==> config.mk <==
export PLATFORM = sky130hd
export DESIGN_NAME = rga_ctrl
export DESIGN_NICKNAME = d
export VERILOG_FILES = /design/src/rtl/rga_pkg.sv /design/src/rtl/rga_ctrl.sv
export SDC_FILE = /design/constraint.sdc
export NUM_CORES = 1
export LEC_CHECK = 0
export ABC_AREA = 1
export ABC_CLOCK_PERIOD_IN_PS = 1600
export BUFFER_PORTS_ARGS = -buffer_cell sky130_fd_sc_hd__buf_2
export CORE_MARGIN = 2
export CORE_UTILIZATION = 44
export DETAILED_ROUTE_END_ITERATION = 8
export GPL_TIMING_DRIVEN = 0
export PLACE_DENSITY = 0.77
export SKIP_CTS_REPAIR_TIMING = 1
export SLEW_MARGIN = 20
export SYNTH_ARGS = -nofsm -noshare
export SYNTH_HDL_FRONTEND = slang
export SYNTH_SLANG_ARGS = --single-unit
==> constraint.sdc <==
create_clock -name clk -period 1.6 [get_ports clk]
set_input_delay 0.16 -clock clk [delete_from_list [all_inputs] [get_ports clk]]
set_output_delay 0.16 -clock clk [all_outputs]
set_load 0.02 [all_outputs]
==> src/rtl/rga_pkg.sv <==
`timescale 1ns / 1ps
// ----------------------------------------------------------------------------
// rga_pkg
// Shared widths, codes and control types of the rational gcd reduce block.
// ----------------------------------------------------------------------------
package rga_pkg;

	// port width of every numerator and denominator field
	localparam int PORT_BITS = 64;
	// arithmetic word width, 8 to 64
	localparam int WORD_BITS = 64;
	// operand magnitudes are split in two halves for the partial products
	localparam int HALF_BITS = (WORD_BITS + 1) / 2;
	localparam int MAG_BITS  = 2 * HALF_BITS;
	localparam int PROD_BITS = 2 * MAG_BITS;
	localparam int CNT_BITS  = $clog2(WORD_BITS + 1);
	localparam int SH_BITS   = $clog2(WORD_BITS);

	typedef enum logic [1:0] {
		OP_ADD = 2'd0,
		OP_SUB = 2'd1,
		OP_MUL = 2'd2,
		OP_DIV = 2'd3
	} op_t;

	typedef enum logic [1:0] {
		ST_OK       = 2'd0,
		ST_ZERO_DEN = 2'd1,
		ST_OVERFLOW = 2'd2
	} status_t;

	// operand pairs fed to the multiplier
	typedef enum logic [2:0] {
		PAIR_AN_BN,
		PAIR_AN_BD,
		PAIR_BN_AD,
		PAIR_AD_BN,
		PAIR_AD_BD
	} pair_t;

	// where a truncated product lands
	typedef enum logic [1:0] {
		DEST_N,
		DEST_T,
		DEST_D
	} dest_t;

	typedef enum logic [1:0] {
		RES_NORMAL,
		RES_ZERO,
		RES_ERROR
	} kind_t;

	typedef enum logic [3:0] {
		S_IDLE,
		S_M1,
		S_M1W,
		S_M2,
		S_M2W,
		S_ADD,
		S_M3,
		S_M3W,
		S_CHECK,
		S_GCD,
		S_DIVNW,
		S_DIVDW,
		S_OUT
	} state_t;

	typedef struct packed {
		logic  load;
		logic  mul_start;
		pair_t pair;
		logic  mul_store;
		dest_t dest;
		logic  add_sub;
		logic  gcd_load;
		logic  gcd_step;
		logic  div_start;
		logic  div_sel_den;
		logic  div_store_n;
		logic  div_store_d;
		logic  out_load;
		kind_t kind;
	} cmd_t;

	typedef struct packed {
		op_t  op;
		logic mul_busy;
		logic d_zero;
		logic n_zero;
		logic gcd_done;
		logic div_busy;
		logic out_free;
	} stat_t;

	// magnitude of a two's complement word, the most negative value stays as 2^(w-1)
	function automatic logic [WORD_BITS-1:0] mag_of(input logic [WORD_BITS-1:0] x);
		return x[WORD_BITS-1] ? (~x + 1'b1) : x;
	endfunction

endpackage

==> src/rtl/rga_ctrl.sv <==
`timescale 1ns / 1ps
// ----------------------------------------------------------------------------
// rga_ctrl
// Sequencer: products, sum, zero checks, gcd, reduction and result load.
// ----------------------------------------------------------------------------
module rga_ctrl
	import rga_pkg::*;
(
	input  logic  clk,
	input  logic  arst_n,
	input  logic  in_valid,
	output logic  in_ready,
	input  stat_t stat,
	output cmd_t  cmd
);

	state_t state_q, state_d;
	kind_t  kind_q, kind_d;

	always_ff @(posedge clk or negedge arst_n) begin
		if (!arst_n) begin
			state_q <= S_IDLE;
			kind_q  <= RES_NORMAL;
		end else begin
			state_q <= state_d;
			kind_q  <= kind_d;
		end
	end

	// next state and commands
	always_comb begin
		state_d  = state_q;
		kind_d   = kind_q;
		cmd      = '0;
		cmd.pair = PAIR_AD_BD;
		cmd.dest = DEST_N;
		cmd.kind = kind_q;
		in_ready = 1'b0;
		case (state_q)
			S_IDLE: begin
				in_ready = 1'b1;
				if (in_valid) begin
					cmd.load = 1'b1;
					state_d  = S_M1;
				end
			end
			S_M1: begin
				cmd.mul_start = 1'b1;
				cmd.pair      = (stat.op == OP_MUL) ? PAIR_AN_BN : PAIR_AN_BD;
				state_d       = S_M1W;
			end
			S_M1W: begin
				if (!stat.mul_busy) begin
					cmd.mul_store = 1'b1;
					cmd.dest      = DEST_N;
					state_d = (stat.op == OP_ADD || stat.op == OP_SUB) ? S_M2 : S_M3;
				end
			end
			S_M2: begin
				cmd.mul_start = 1'b1;
				cmd.pair      = PAIR_BN_AD;
				state_d       = S_M2W;
			end
			S_M2W: begin
				if (!stat.mul_busy) begin
					cmd.mul_store = 1'b1;
					cmd.dest      = DEST_T;
					state_d       = S_ADD;
				end
			end
			S_ADD: begin
				cmd.add_sub = 1'b1;
				state_d     = S_M3;
			end
			S_M3: begin
				cmd.mul_start = 1'b1;
				cmd.pair      = (stat.op == OP_DIV) ? PAIR_AD_BN : PAIR_AD_BD;
				state_d       = S_M3W;
			end
			S_M3W: begin
				if (!stat.mul_busy) begin
					cmd.mul_store = 1'b1;
					cmd.dest      = DEST_D;
					state_d       = S_CHECK;
				end
			end
			S_CHECK: begin
				if (stat.d_zero) begin
					kind_d  = RES_ERROR;
					state_d = S_OUT;
				end else if (stat.n_zero) begin
					kind_d  = RES_ZERO;
					state_d = S_OUT;
				end else begin
					kind_d       = RES_NORMAL;
					cmd.gcd_load = 1'b1;
					state_d      = S_GCD;
				end
			end
			S_GCD: begin
				if (stat.gcd_done) begin
					cmd.div_start = 1'b1;
					state_d       = S_DIVNW;
				end else begin
					cmd.gcd_step = 1'b1;
				end
			end
			S_DIVNW: begin
				if (!stat.div_busy) begin
					cmd.div_store_n = 1'b1;
					cmd.div_start   = 1'b1;
					cmd.div_sel_den = 1'b1;
					state_d         = S_DIVDW;
				end
			end
			S_DIVDW: begin
				if (!stat.div_busy) begin
					cmd.div_store_d = 1'b1;
					state_d         = S_OUT;
				end
			end
			S_OUT: begin
				if (stat.out_free) begin
					cmd.out_load = 1'b1;
					state_d      = S_IDLE;
				end
			end
			default: begin
				state_d = S_IDLE;
			end
		endcase
	end

endmodule

==> results of run 1 <==
==> cell usage after synthesis, drive strengths merged <==
| library cell | instances |
|---|---|
| o211ai | 1 |
| o21ai | 3 |
| dfrtp | 6 |
| inv | 21 |
| a21oi | 2 |
| nand2 | 32 |
| nor2 | 16 |
| nand3 | 14 |
| o21a | 1 |
| buf | 1 |
| nor3 | 3 |
| nor4 | 1 |
| a31o | 1 |
==> per-layer routing <==
layer	wire [um]	GRT usage (%)
met1	649	22.7
met2	832	32.8
met3	82	3.26
met4	0	10.0
met5	0	0
==> per-stage QoR <==
stage	instances	util, %	hold slack [ns]	area [um^2]	setup WS (ns)
floorplan	102	-	-0.136	602	0.0918
global placement	146	59.6	-0.0186	766	0.185
detailed placement	146	59.6	-0.0182	766	0.155
CTS	149	61.3	-0.272	788	-0.0967
global route	154	68.9	0.204	886	-0.0463
finish	154	68.9	0.183	886	0.0590
==> final cells by class <==
| cell class | instances | area, um^2 |
|---|---|---|
| Multi-Input combinational cell | 74 | 410 |
| Fill cell | 121 | 399 |
| Timing Repair Buffer | 34 | 193 |
| Sequential cell | 6 | 155 |
| Inverter | 21 | 78.8 |
| Clock buffer | 3 | 22.5 |
| Tap cell | 15 | 18.8 |
| Buffer | 1 | 7.51 |
==> cells by family after synthesis <==
kind of cell    Yosys count  synth area share, %
simple gates             66                 52.6
buf+inv                  22                 14.3
flops                     6                 24.9
compound gates            8                 8.11
==> how the worst min path moves through the flow <==
stage | endpoint | startpoint | slack [ns]
finish | kind_q[0] | stat[3] | 0.18
global route | kind_q[0] | stat[3] | 0.20
CTS | state_q[0] | arst_n | -0.27
detailed placement | state_q[0] | arst_n | -0.02
global placement | state_q[0] | arst_n | -0.02
floorplan | kind_q[0] | arst_n | -0.14
==> power groups by stage <==
stage	Clock [mW]	Sequential (mW)	Combinational (mW)
floorplan	0	0.338	0.726
global placement	0	0.321	0.980
detailed placement	0	0.323	0.994
CTS	0.136	0.321	0.996
global route	0.141	0.375	1.25
finish	0.129	0.364	1.12
==> cell usage in the layout (no fill, tap or decap) <==
cell type | netlist | final
nor3_1 | 3 | 3
nand2_4 | 2 | 2
nor2_2 | 6 | 3
a31o_1 | 1 | 1
buf_2 | 0 | 26
dfrtp_2 | 0 | 4
dfrtp_1 | 6 | 2
a21oi_1 | 2 | 2
clkbuf_4 | 0 | 3
o21ai_1 | 1 | 1
buf_4 | 1 | 8
nand3_2 | 1 | 1
nor4_1 | 1 | 1
nand3_1 | 13 | 13
o21a_1 | 1 | 1
o21ai_0 | 2 | 2
dlygate4sd3_1 | 0 | 1
nor2_4 | 1 | 7
nand2_1 | 29 | 26
inv_2 | 2 | 4
nor2_1 | 9 | 6
nand2_2 | 1 | 4
inv_1 | 19 | 17
o211ai_1 | 1 | 1
==> worst max-delay path: cells and delay by family (launching register included) <==
kind	cells	cell delay [ns]
buf+inv	2	0.19
flops	1	0.46
simple gates	4	0.50
==> flip-flops by register name, indices dropped and copies added, names as in the netlist <==
signal   cells
kind_q       2
state_q      4
==> impl_metrics.yaml, run 1 <==
setup_path:
  required_ns: 1.44
  path_cells: "nor2_4 > nand2_1 > nand3_2 > nand2_1 > inv_1 > buf_2"
  cp_common_cell: "nand2_1"
  r2r-start: "state_q[3]"
  worstSetupStartpointType: "flip-flop"
  critPathCapture: "cmd[12]"
  slowest_stage: "dfrtp_2"
  critPathLaunch: "state_q[1]"
  critPathCaptureType: "output pin"
  critPathArrivalTime_ns: 1.38
  rr_worst_depth: 9
  critPathMaxStageDelay_ns: 0.46
  crit_type: "flip-flop to output pin"
  critical_path_peak_fanout: 7
  r2r_slack_ns: 0.21
  r2r-end: "state_q[1]"
placed_design:
  dp_hpwl_um: 1160
  place_congestion: 0.786
  portBuffers: 29
layout:
  nNetsFinal: 152
  drive_gt1_share_pct: 44.6
  antenna_cells: 0
  area_delta_synth_final_pct: 47.2
worst_hold_path:
  whs_path_depth: 3
  worst_hold_path_type: "input pin to flip-flop"
die:
  chipHeight_um: 41.0
  die-area_um2: 1680
  die_w_um: 41.0
  start_util_pct: 46.8
  io_pins: 30
  core_um2: 1280
  std_cell_rows: 13
drt:
  routed_wl_um: 1570
  drtIter0Drc: 11
  dr.pass1.iters: 4
  vias: 728
  ant_nets: 0
  drc_errors: 0
  wl_per_cell_um: 10.2
  viasPerCell: 4.73
timing:
  grt_setup_unrepaired: "true"
  drv_slew: 0
  hold_viol_final: 0
  setup_viol: 0
  post-route-min-period_ns: 1.54
  max_slew_margin_pct: 85.9
  worst_pin_slew_ns: 0.209
  finalClockSkew_ns: 0.000459
  timing.fmax_ghz: 0.649
  tns_ns: 0
  min_period_over_period_pct: 96.3
pwr:
  swShare_pct: 54.8
  pwr-share-clk_pct: 8.0
  switching_power_mw: 0.885
  max-vdd-ir-drop_mv: 1.15
  internal-power_mw: 0.730
  comb_power_share_pct: 69.5
  seq_power_share_pct: 22.6
  powerDensity_nw_per_um2: 1820
  finalPower_mw: 1.61
  power_leakage_nw: 0.552
cts:
  cts-buffers-inserted: 3
  insertion_delay_ns: 0.23
  cts_max_level: 1
  cts-root-buf: "clkbuf_4"
  cts_sinks: 6
  cts_tree: "built"
  clkTransAtPathRegs_ns: 0.04
  cts_buffer_depth: 2
logic_synthesis:
  syn_nets: 113
  yosysTopAreaCellShare_pct: 24.9
  yosysUniqueCellTypes: 20
  yosys.area.top_type: "dfrtp_1"
  syn_inst: 102
  ys_warn_count: 0
  syn_area_um2: 602
  synth_area_per_cell_um2: 5.90
  synth_area_leaders: "dfrtp_1 (25%), nand2_1 (18%), inv_1 (12%)"
  yosysSeqAreaShare_pct: 24.9
  ys_seq_elements: 6
global_routing:
  grt_pass1_vias: 559
  grt_usage_pct: 19.2
  grt_pass1_wl_um: 2110
  gr-total-overflow: 0
  grt_max_degree: 9
  antenna_found_initial: 0
job:
  maxCapViolCount: 0
status:
  status: "complete, no violations"
Power figures use the tool's default switching activity.
==> run 2: changes to the inputs <==
--- a/config.mk
+++ b/config.mk
@@ -10,6 +10,7 @@
 export BUFFER_PORTS_ARGS = -buffer_cell sky130_fd_sc_hd__buf_2
 export CORE_MARGIN = 2
 export CORE_UTILIZATION = 44
+export CTS_BUF_LIST = sky130_fd_sc_hd__clkbuf_16
 export DETAILED_ROUTE_END_ITERATION = 8
 export GPL_TIMING_DRIVEN = 0
 export PLACE_DENSITY = 0.77
==> run 2 against run 1 <==
  * Sequential power barely moved
  * Clock skew hardly changed
  * Fmax increased by 0.62%
  * Utilization rose by 3.5 points
  * Wire length up 4.6%
  * Global-route usage up 1.6 points
  * Worst hold slack about the same
  * Final cell count shrank 0.65%
  * Critical path depth unchanged
  * Sequential share of layout area decreased by 0.85 points
  * Worst setup slack improved by 0.0096 ns
  * First-iteration DRC count down 36%
  * Largest cell class unchanged
==> impl_metrics.yaml, run 2 (synthesis gave the netlist of run 1 again) <==
timing:
  hold_viol_final: 0
  max_slew_margin_pct: 85.1
  grt_setup_unrepaired: "true"
  drv_slew: 0
  setup_viol: 0
  finalClockSkew_ns: 0.000469
  min_period_over_period_pct: 95.7
  post-route-min-period_ns: 1.53
  hold_ws_ns: 0.183
  worst_pin_slew_ns: 0.222
  timing.fmax_ghz: 0.653
cts:
  cts-root-buf: "clkbuf_16"
  clkTransAtPathRegs_ns: 0.03
  cts_max_level: 1
  cts_sinks: 6
  cts-buffers-inserted: 3
  cts_buffer_depth: 2
  insertion_delay_ns: 0.22
  cts_tree: "built"
setup_path:
  r2r-end: "state_q[3]"
  crit_type: "flip-flop to output pin"
  slowest_stage: "dfrtp_2"
  cp_common_cell: "nand2_1"
  rr_worst_depth: 9
  critPathMaxStageDelay_ns: 0.45
  critical_path_peak_fanout: 7
  critPathCaptureType: "output pin"
  critPathArrivalTime_ns: 1.37
  required_ns: 1.44
  path_cells: "nor2_4 > nand2_1 > nand3_2 > nand2_1 > inv_1 > buf_2"
  r2r_slack_ns: 0.20
  r2r-start: "state_q[3]"
  worstSetupStartpointType: "flip-flop"
placed_design:
  portBuffers: 29
  place_congestion: 0.786
  dp_hpwl_um: 1160
pwr:
  powerDensity_nw_per_um2: 2020
  max-vdd-ir-drop_mv: 1.24
  power_leakage_nw: 0.571
die:
  die-area_um2: 1680
  chipHeight_um: 41.0
  start_util_pct: 46.8
  die_w_um: 41.0
  std_cell_rows: 13
  io_pins: 30
  core_um2: 1280
global_routing:
  gr-total-overflow: 0
  grt_max_degree: 9
  antenna_found_initial: 0
  grt_usage_pct: 20.8
  grt_pass1_vias: 569
  grt_pass1_wl_um: 2240
worst_hold_path:
  hold_end: "kind_q[0]"
  whs_path_depth: 3
  hp-start: "stat[3]"
  worst_hold_path_type: "input pin to flip-flop"
drt:
  viasPerCell: 4.84
  ant_nets: 0
  wl_per_cell_um: 10.7
  routed_wl_um: 1640
  vias: 741
  dr.pass1.iters: 4
  drc_errors: 0
  drtIter0Drc: 7
layout:
  largest_registers: "state_q x4, kind_q x2"
  antenna_cells: 0
  final_util_pct: 72.4
  drive_gt1_share_pct: 44.2
  final_cell_mix: "nand2_1 (26), buf_2 (26), inv_1 (17)"
  nNetsFinal: 151
  area_delta_synth_final_pct: 54.7
  largest_register_ffs: 4
  top_register: "state_q"
status:
  status: "complete, no violations"
job:
  maxCapViolCount: 0
## run 2: area by class of cell
| class | instances | area, um^2 |
|---|---|---|
| clock buffer | 3 | 75.1 |
| buffer | 1 | 7.51 |
| inverter | 21 | 78.8 |
| fill | 114 | 354 |
| tap | 15 | 18.8 |
| multi-input combinational | 74 | 410 |
| timing repair buffer | 33 | 185 |
| sequential | 6 | 155 |
## run 2: power breakdown
group / leakage (nW) / switching, mW / internal (mW)
Sequential: 0.0690 / 0.128 / 0.236
Clock: 0.0370 / 0.0727 / 0.320
Combinational: 0.465 / 0.715 / 0.407
Total: 0.571 / 0.916 / 0.963
## run 2: metal layers
metal	routed length, um	GRT usage, %	part of all wire, %
met5	0	0	0
met4	0	10.0	0
met3	85	4.89	5.2
met2	887	35.9	54
met1	664	23.7	41
## run 2: how the worst max path moves through the flow
stage                     endpoint  cells after the start  slack [ns]  startpoint
after global routing       cmd[14]                      7       -0.03  state_q[1]
after CTS                   cmd[6]                      6       -0.08  state_q[3]
after detailed placement    cmd[5]                      6        0.15  state_q[3]
after floorplan             cmd[6]                      5        0.09  state_q[3]
after global placement      cmd[5]                      6        0.19  state_q[3]
final                      cmd[12]                      6        0.07  state_q[1]
## run 2: critical path: cells and delay by family, from the launching register on
family | cells | cell delay (ns)
DFF | 1 | 0.45
buffers and inverters | 2 | 0.19
and+or+nand+nor | 4 | 0.50
## run 2: through the flow
step                instance area, um^2  setup WS (ns)  power, mW  TNS [ns]  cells
floorplan                           602         0.0918       1.06         0    102
global placement                    766          0.185       1.30         0    146
detailed placement                  766          0.155       1.32         0    146
CTS                                 841        -0.0767       1.72    -0.265    149
global route                        931        -0.0286       2.03   -0.0892    153
finish                              931         0.0685       1.88         0    153
